### src/rtl/core/oale_pkg.sv
`timescale 1ns / 1ps

package oale_pkg;

  // Default number of list cells.
  localparam int unsigned DEPTH_DEF = 16;

  // Field widths of the stream items.
  localparam int unsigned CMD_W    = 3;
  localparam int unsigned POS_W    = 4;
  localparam int unsigned VAL_W    = 32;
  localparam int unsigned STATUS_W = 2;
  localparam int unsigned IDX_W    = 4;
  localparam int unsigned COUNT_W  = 5;

  // Packed widths of tdata, rounded up to whole bytes.
  localparam int unsigned IN_DATA_W  = 40;
  localparam int unsigned OUT_DATA_W = 48;

  typedef enum logic [CMD_W-1:0] {
    CMD_CLEAR  = 3'd0,
    CMD_INSERT = 3'd1,
    CMD_DELETE = 3'd2,
    CMD_SEARCH = 3'd3,
    CMD_READ   = 3'd4
  } cmd_t;

  typedef enum logic [STATUS_W-1:0] {
    ST_OK       = 2'd0,
    ST_BADPOS   = 2'd1,
    ST_FULL     = 2'd2,
    ST_NOTFOUND = 2'd3
  } status_t;

  // What every cell does in a given cycle.
  typedef enum logic [2:0] {
    CELL_HOLD,
    CELL_INSERT,
    CELL_DELETE,
    CELL_MATCH,
    CELL_SCAN
  } cell_op_t;

  typedef struct packed {
    cell_op_t          op;
    logic [POS_W-1:0]  pos;
    logic [VAL_W-1:0]  value;
  } cell_ctrl_t;

  typedef enum logic {
    FSM_IDLE,
    FSM_SCAN
  } fsm_state_t;

endpackage

### src/rtl/core/oale_cell.sv
`timescale 1ns / 1ps

// One list slot. Shifts toward higher slots on insert, toward lower slots on
// delete, and passes its match flag toward slot zero during a search scan.
module oale_cell #(
  parameter int unsigned IDX = 0
) (
  input  logic                              clk,
  input  oale_pkg::cell_ctrl_t              ctrl,
  input  logic [oale_pkg::VAL_W-1:0]        lo_elem,
  input  logic [oale_pkg::VAL_W-1:0]        hi_elem,
  input  logic                              hi_match,
  output logic [oale_pkg::VAL_W-1:0]        elem_r,
  output logic                              match_r
);

  logic [oale_pkg::VAL_W-1:0] elem_nxt;
  logic                       match_nxt;
  logic                       at_pos;
  logic                       above_pos;

  assign at_pos    = (32'(IDX) == 32'(ctrl.pos));
  assign above_pos = (32'(IDX) >  32'(ctrl.pos));

  always_comb begin
    elem_nxt  = elem_r;
    match_nxt = match_r;
    case (ctrl.op)
      oale_pkg::CELL_INSERT: begin
        if (at_pos) begin
          elem_nxt = ctrl.value;
        end else if (above_pos) begin
          elem_nxt = lo_elem;
        end
      end
      oale_pkg::CELL_DELETE: begin
        if (at_pos || above_pos) begin
          elem_nxt = hi_elem;
        end
      end
      oale_pkg::CELL_MATCH: begin
        match_nxt = (elem_r == ctrl.value);
      end
      oale_pkg::CELL_SCAN: begin
        match_nxt = hi_match;
      end
      default: begin
        elem_nxt  = elem_r;
        match_nxt = match_r;
      end
    endcase
  end

  always_ff @(posedge clk) begin
    elem_r  <= elem_nxt;
    match_r <= match_nxt;
  end

endmodule

### src/rtl/core/ordered_array_list_engine_unit.sv
`timescale 1ns / 1ps
// Clear, insert, delete and read give their result in the cycle after the input transfer.
// Search first compares every cell at once, then the match flags step one cell per cycle
// toward cell zero until the matching position or the end of the list is reached.
// Throughput: one command per cycle while results are taken at once; a search holds the
// input off until its result is loaded.
// Reset (rst_n low, synchronous) empties the list and the result register; cell contents stay.

module ordered_array_list_engine_unit #(
  parameter int unsigned DEPTH = oale_pkg::DEPTH_DEF
) (
  input  logic                               clk,
  input  logic                               rst_n,
  // Command channel.
  input  logic                               in_tvalid,
  output logic                               in_tready,
  // Fields from bit 0: position[3:0], value[35:4], zero fill.
  input  logic [oale_pkg::IN_DATA_W-1:0]     in_tdata,
  // Fields from bit 0: cmd[2:0].
  input  logic [oale_pkg::CMD_W-1:0]         in_tuser,
  // Result channel.
  output logic                               out_tvalid,
  input  logic                               out_tready,
  // Fields from bit 0: data[31:0], found_index[35:32], count[40:36], zero fill.
  output logic [oale_pkg::OUT_DATA_W-1:0]    out_tdata,
  // Fields from bit 0: status[1:0].
  output logic [oale_pkg::STATUS_W-1:0]      out_tuser
);

  // The length counter must hold DEPTH itself.
  localparam int unsigned LW = $clog2(DEPTH + 1);
  // Common width for comparing a position against the length.
  localparam int unsigned CW = (LW > oale_pkg::POS_W) ? LW : oale_pkg::POS_W;
  // Only the first sixteen cells can be addressed by a position.
  localparam int unsigned RD_N = (DEPTH < 16) ? DEPTH : 16;

  // Unpacked input fields.
  oale_pkg::cmd_t                    in_cmd;
  logic [oale_pkg::POS_W-1:0]        in_pos;
  logic [oale_pkg::VAL_W-1:0]        in_val;

  assign in_cmd = oale_pkg::cmd_t'(in_tuser);
  assign in_pos = in_tdata[oale_pkg::POS_W-1:0];
  assign in_val = in_tdata[oale_pkg::POS_W +: oale_pkg::VAL_W];

  // Control state.
  oale_pkg::fsm_state_t state_r, state_nxt;
  logic [LW-1:0]        len_r, len_nxt;
  logic [LW-1:0]        scan_idx_r, scan_idx_nxt;

  // Result register.
  logic                             out_valid_r, out_valid_nxt;
  logic [oale_pkg::STATUS_W-1:0]    status_r, status_nxt;
  logic [oale_pkg::VAL_W-1:0]       data_r, data_nxt;
  logic [oale_pkg::IDX_W-1:0]       idx_r, idx_nxt;
  logic [oale_pkg::COUNT_W-1:0]     count_r, count_nxt;
  logic                             out_load;

  // Cell row.
  oale_pkg::cell_ctrl_t             ctrl;
  logic [oale_pkg::VAL_W-1:0]       cell_elem [DEPTH];
  logic                             cell_match [DEPTH];

  logic                             in_xfer;
  logic                             list_full;
  logic                             ins_badpos;
  logic                             pos_in_list;
  logic [oale_pkg::VAL_W-1:0]       rd_data;

  assign in_tready = (state_r == oale_pkg::FSM_IDLE) && (!out_valid_r || out_tready);
  assign in_xfer   = in_tvalid && in_tready;

  assign list_full   = (len_r >= LW'(DEPTH));
  assign ins_badpos  = (CW'(in_pos) > CW'(len_r));
  assign pos_in_list = (CW'(in_pos) < CW'(len_r));

  // Read mux over the addressable cells.
  always_comb begin
    rd_data = '0;
    for (int k = 0; k < RD_N; k++) begin
      if (in_pos == 4'(k)) begin
        rd_data = cell_elem[k];
      end
    end
  end

  // Command decode, search scan and result loading.
  always_comb begin
    state_nxt    = state_r;
    len_nxt      = len_r;
    scan_idx_nxt = scan_idx_r;
    ctrl.op      = oale_pkg::CELL_HOLD;
    ctrl.pos     = in_pos;
    ctrl.value   = in_val;
    out_load     = 1'b0;
    status_nxt   = oale_pkg::ST_OK;
    data_nxt     = '0;
    idx_nxt      = '0;
    case (state_r)
      oale_pkg::FSM_IDLE: begin
        if (in_xfer) begin
          out_load = 1'b1;
          case (in_cmd)
            oale_pkg::CMD_CLEAR: begin
              len_nxt = '0;
            end
            oale_pkg::CMD_INSERT: begin
              if (list_full) begin
                status_nxt = oale_pkg::ST_FULL;
              end else if (ins_badpos) begin
                status_nxt = oale_pkg::ST_BADPOS;
              end else begin
                ctrl.op = oale_pkg::CELL_INSERT;
                len_nxt = len_r + 1'b1;
              end
            end
            oale_pkg::CMD_DELETE: begin
              if (!pos_in_list) begin
                status_nxt = oale_pkg::ST_BADPOS;
              end else begin
                ctrl.op = oale_pkg::CELL_DELETE;
                len_nxt = len_r - 1'b1;
              end
            end
            oale_pkg::CMD_SEARCH: begin
              // Every cell compares in parallel; the result comes from the scan.
              out_load     = 1'b0;
              ctrl.op      = oale_pkg::CELL_MATCH;
              scan_idx_nxt = '0;
              state_nxt    = oale_pkg::FSM_SCAN;
            end
            oale_pkg::CMD_READ: begin
              if (!pos_in_list) begin
                status_nxt = oale_pkg::ST_BADPOS;
              end else begin
                data_nxt = rd_data;
              end
            end
            default: begin
              status_nxt = oale_pkg::ST_OK;
            end
          endcase
        end
      end
      oale_pkg::FSM_SCAN: begin
        // Cell zero holds the match flag of the slot numbered scan_idx_r.
        if (scan_idx_r == len_r) begin
          out_load   = 1'b1;
          status_nxt = oale_pkg::ST_NOTFOUND;
          state_nxt  = oale_pkg::FSM_IDLE;
        end else if (cell_match[0]) begin
          out_load   = 1'b1;
          idx_nxt    = oale_pkg::IDX_W'(scan_idx_r);
          state_nxt  = oale_pkg::FSM_IDLE;
        end else begin
          ctrl.op      = oale_pkg::CELL_SCAN;
          scan_idx_nxt = scan_idx_r + 1'b1;
        end
      end
      default: begin
        state_nxt = oale_pkg::FSM_IDLE;
      end
    endcase
    count_nxt = oale_pkg::COUNT_W'(len_nxt);
    if (out_load) begin
      out_valid_nxt = 1'b1;
    end else if (out_tready) begin
      out_valid_nxt = 1'b0;
    end else begin
      out_valid_nxt = out_valid_r;
    end
  end

  always_ff @(posedge clk) begin
    if (!rst_n) begin
      state_r     <= oale_pkg::FSM_IDLE;
      len_r       <= '0;
      scan_idx_r  <= '0;
      out_valid_r <= 1'b0;
    end else begin
      state_r     <= state_nxt;
      len_r       <= len_nxt;
      scan_idx_r  <= scan_idx_nxt;
      out_valid_r <= out_valid_nxt;
    end
  end

  // Result payload needs no reset.
  always_ff @(posedge clk) begin
    if (out_load) begin
      status_r <= status_nxt;
      data_r   <= data_nxt;
      idx_r    <= idx_nxt;
      count_r  <= count_nxt;
    end
  end

  // The chain of cells: each one sees its lower and upper neighbor.
  for (genvar g = 0; g < DEPTH; g++) begin : g_cell
    logic [oale_pkg::VAL_W-1:0] lo_elem;
    logic [oale_pkg::VAL_W-1:0] hi_elem;
    logic                       hi_match;

    if (g == 0) begin : g_first
      assign lo_elem = '0;
    end else begin : g_mid_lo
      assign lo_elem = cell_elem[g-1];
    end

    if (g == DEPTH - 1) begin : g_last
      assign hi_elem  = '0;
      assign hi_match = 1'b0;
    end else begin : g_mid_hi
      assign hi_elem  = cell_elem[g+1];
      assign hi_match = cell_match[g+1];
    end

    oale_cell #(
      .IDX (g)
    ) u_cell (
      .clk      (clk),
      .ctrl     (ctrl),
      .lo_elem  (lo_elem),
      .hi_elem  (hi_elem),
      .hi_match (hi_match),
      .elem_r   (cell_elem[g]),
      .match_r  (cell_match[g])
    );
  end

  assign out_tvalid = out_valid_r;
  assign out_tuser  = status_r;
  assign out_tdata  = {7'b0, count_r, idx_r, data_r};

endmodule

### config.mk
export PLATFORM = sky130hd
export DESIGN_NAME = ordered_array_list_engine_unit
export DESIGN_NICKNAME = d
export VERILOG_FILES = /design/src/rtl/core/oale_pkg.sv /design/src/rtl/core/oale_cell.sv /design/src/rtl/core/ordered_array_list_engine_unit.sv
export SDC_FILE = /design/constraint.sdc
export NUM_CORES = 2
export LEC_CHECK = 0
export ABC_CLOCK_PERIOD_IN_PS = 5340
export BUFFER_PORTS_ARGS = -buffer_cell sky130_fd_sc_hd__buf_2
export CORE_MARGIN = 2
export CORE_UTILIZATION = 50
export DETAILED_ROUTE_END_ITERATION = 7
export MAX_ROUTING_LAYER = met4
export PLACE_DENSITY_LB_ADDON = 0.08
export SYNTH_ARGS = -nofsm -noshare
export SYNTH_HDL_FRONTEND = slang
export SYNTH_SLANG_ARGS = --single-unit
### constraint.sdc
create_clock -name clk -period 5.34 [get_ports clk]
set_input_delay 0.267 -clock clk [delete_from_list [all_inputs] [get_ports clk]]
set_output_delay 0.267 -clock clk [all_outputs]
set_load 0.01 [all_outputs]
==> metrics <==
Comb power frac=11.3%; area of the multi-input gates=20900 µm²; Critical Path, Cell by Cell=inv_1 -> ha_1 -> nor2b_1 -> or4_1 -> a211oi_1 -> o21ai_4 -> buf_4 -> a21oi_4; via-per-instance ratio=6.66; H-tree depth=3; Longest Clk Path Bufs=3; Overall Global Routing Usage=38.8%; min-delay src=out_tready; Slew Limit Fails=0; worst-path maximum fanout=32; Remaining Overflow, GRT=0; Finished Layout Cells=5050; Netlist cell types=78; Post-Route WL=158000 µm; first-pass GRT wire length=225000 µm; via count=33600; Reg2Reg Depth=8; CP Launch Type=flip-flop; Initial DRT Pass Iterations=6; hold worst-path end=out_tvalid; CTS tree=done; initial drt markers=4917; Clock transition at path regs=0.06 ns; chip height=286 µm; clk_lat worst skew=0.63 ns; status=finished clean; Die ar.=81900 µm²; sequential cell area=17400 µm²; per-instance average area after synthesis=9.76 µm²; worst min-delay path class=input pin to flip-flop; power density cells=267 nW/µm²; Slew @ Worst Pin=1.20 ns; area post-placement=41000 µm²; Nets=3994; post-layout minimum cycle time=4.30 ns; unrepaired setup endpoints after global routing=no; standard-cell row count=103; max cap viols=0; WP data arrival=4.53 ns; Num CTS Buffers=71; Filler Cells Inserted=7223; Initial Util=50.5%; Synth Register Bits=583; P_sw=3.06 mW; critical path type=flip-flop to flip-flop; Post-DRT Antenna Nets=0; Resized cells post-CTS=0; clock network power share=44.9%; mean routed wirelength per cell=31.3 µm; Rel. slew slack=19.8%; Crit path required time=5.57 ns; pin count of the biggest net entering global routing=208; root buffer cell=clkbuf_16; Reg2Reg Setup Slack=1.04 ns; skew final=0.0284 ns; CTS sink count=583; crit path capture type=flip-flop; GPL Wtd Cong=0.993; Area Overhead vs Synth=9.17%; Critical-path top delay cell=a21oi_4; Post-Synthesis Cell Area=39800 µm²; die width=286 µm; cell depth of the worst min-delay path=3; Max Clock Freq=0.233 GHz; CP bufs+invs=2; CP delay by family, top=compound AO/OA/AOI/OAI gates; fin area=43500 µm²; Syn. warnings=0; register area share after synthesis=43.7%; EDFF count, synth=571; period utilization=80.5%; LEAKAGE=14.5 nW; DR DRC count=0; PortBufs=87; WHS=0.113 ns; sequential share of power=43.8%; Post-Syn Instances=4080; slowest stage delay, CP=0.92 ns; share of layout cells above drive strength 1=10.7%; worst vdd ir=208 µV; # IOs=99; initial antenna violation count=17; HPWL after detailed placement=113000 µm; Hold Fails Final Rpt=0; Primary FF master, synth=edfxtp_1; worst reg2reg path startpoint=len_r[1]; Post-synth ARST share=0%; switching share of power=26.4%; vias in the first global route=30900; Internal=8.54 mW; final setup vio count=0; core box area=78900 µm²; Placed Cells incl. Taps=4915; reg-to-reg critical path endpoint=g_cell[8].u_cell.elem_r[6]
==> synth_stat cells (14+ instances only) <==
cell type    n  area, µm²
nand2_1    577       2170
edfxtp_1   571      17100
xor2_1     512       4480
o21ai_0    488       2440
mux2i_1    470       4700
clkbuf_1   264        991
a21oi_1    183        916
nor4_1     129        807
nor2_1      98        368
buf_2       80        400
mux2_2      76        856
o21ai_1     69        345
buf_1       53        199
o221ai_1    47        412
nand2b_1    41        257
nand4_1     40        250
o22ai_1     38        238
a22oi_1     33        248
a211oi_1    28        210
nor3_1      19       95.1
and2_1      17        106
o31ai_1     17        128
buf_4       16        120
nand3_1     15       75.1
nor2b_1     14       87.6
==> stage by stage <==
step                setup slack (ns)  setup TNS (ns)  utilization, %  power [mW]
global route                   0.789               0            55.1        11.8
detailed placement              1.11               0            52.0        6.42
CTS                             1.11               0            55.1        11.6
global placement                1.12               0            52.0        6.41
floorplan                     -0.191          -12.24               -        5.95
finish                          1.04               0            55.1        11.6
==> worst reg2reg max path: cells and delay by family (launching register included) <==
kind	cells	cell delay, ns
and+or+nand+nor	2	0.67
AOI/OAI and AO/OA	3	1.96
buffers and inverters	2	0.49
DFF	1	0.47
adders and majority gates	1	0.30
==> final cells by class <==
type / count / area share, %
well taps: 1050 / 3.02
diodes: 9 / 0.0518
clock buffers: 94 / 4.50
multi-input cells: 3070 / 48.0
repair buffers: 197 / 3.23
clock inverters: 31 / 1.04
flip-flops and latches: 583 / 40.0
inverters: 16 / 0.138
==> state kept, by name, summed over array words and instances, names as in the netlist <==
signal,flops
count_r,5
data_r,32
g_cell.u_cell.elem_r,512
g_cell.u_cell.match_r,16
idx_r,4
len_r,5
out_tuser,2
out_tvalid,1
scan_idx_r,5
state_r,1
==> what timing repair did <==
action	CTS	global route
hold endpoints to repair	3	0
buffers inserted	0	0
hold buffers	1	0
==> placed cells by master, fill, tap and decap left out, types with 38 or more instances in the layout <==
cell       instances
nand2_1          573
edfxtp_1         571
xor2_1           512
o21ai_0          488
mux2i_1          470
a21oi_1          180
nor4_1           129
buf_4            100
nor2_1            86
buf_2             84
mux2_2            76
clkbuf_16         75
o21ai_1           68
o221ai_1          47
nand2b_1          41
nand4_1           40
o22ai_1           38
==> logic make-up after synthesis <==
family | Yosys count | share of synthesized area (%)
multiplexers | 556 | 14.4
XOR/XNOR | 517 | 11.4
AND/OR/NAND/NOR | 984 | 11.2
adder cells (fa/ha/maj) | 8 | 0.251
flip-flops | 583 | 43.7
buffers and inverters | 433 | 4.54
other | 1 | 0.00942
AO/OA/AOI/OAI | 998 | 14.5
==> power by group through the flow <==
stage	combinational, mW	clock [mW]	sequential [mW]
6_report	1.31	5.22	5.08
5_1_grt	1.35	5.40	5.08
4_1_cts	1.25	5.25	5.08
3_5_place_dp	1.25	0	5.17
3_3_place_gp	1.24	0	5.17
2_1_floorplan	0.779	0	5.17
==> worst max-delay path by stage <==
stage / slack, ns / depth (start not counted) / endpoint / startpoint
global placement: 1.12 / 8 / g_cell[8].u_cell.elem_r[23] / in_tdata[1]
finish: 1.04 / 8 / g_cell[8].u_cell.elem_r[6] / len_r[1]
CTS: 1.11 / 8 / g_cell[8].u_cell.elem_r[19] / len_r[1]
global route: 0.79 / 8 / g_cell[8].u_cell.elem_r[30] / len_r[1]
floorplan: -0.19 / 11 / g_cell[5].u_cell.elem_r[0] / in_tdata[0]
detailed placement: 1.11 / 8 / g_cell[8].u_cell.elem_r[19] / in_tdata[1]
==> routing by layer <==
metal / wire length (µm) / track usage (%) / part of all wire (%)
met2: 68600 / 55.5 / 43
met5: 0 / - / 0
met1: 65200 / 53.9 / 41
met3: 20600 / 11.8 / 13
met4: 3860 / 8.66 / 2.4
Note: power is estimated with default switching activity, not from simulation.
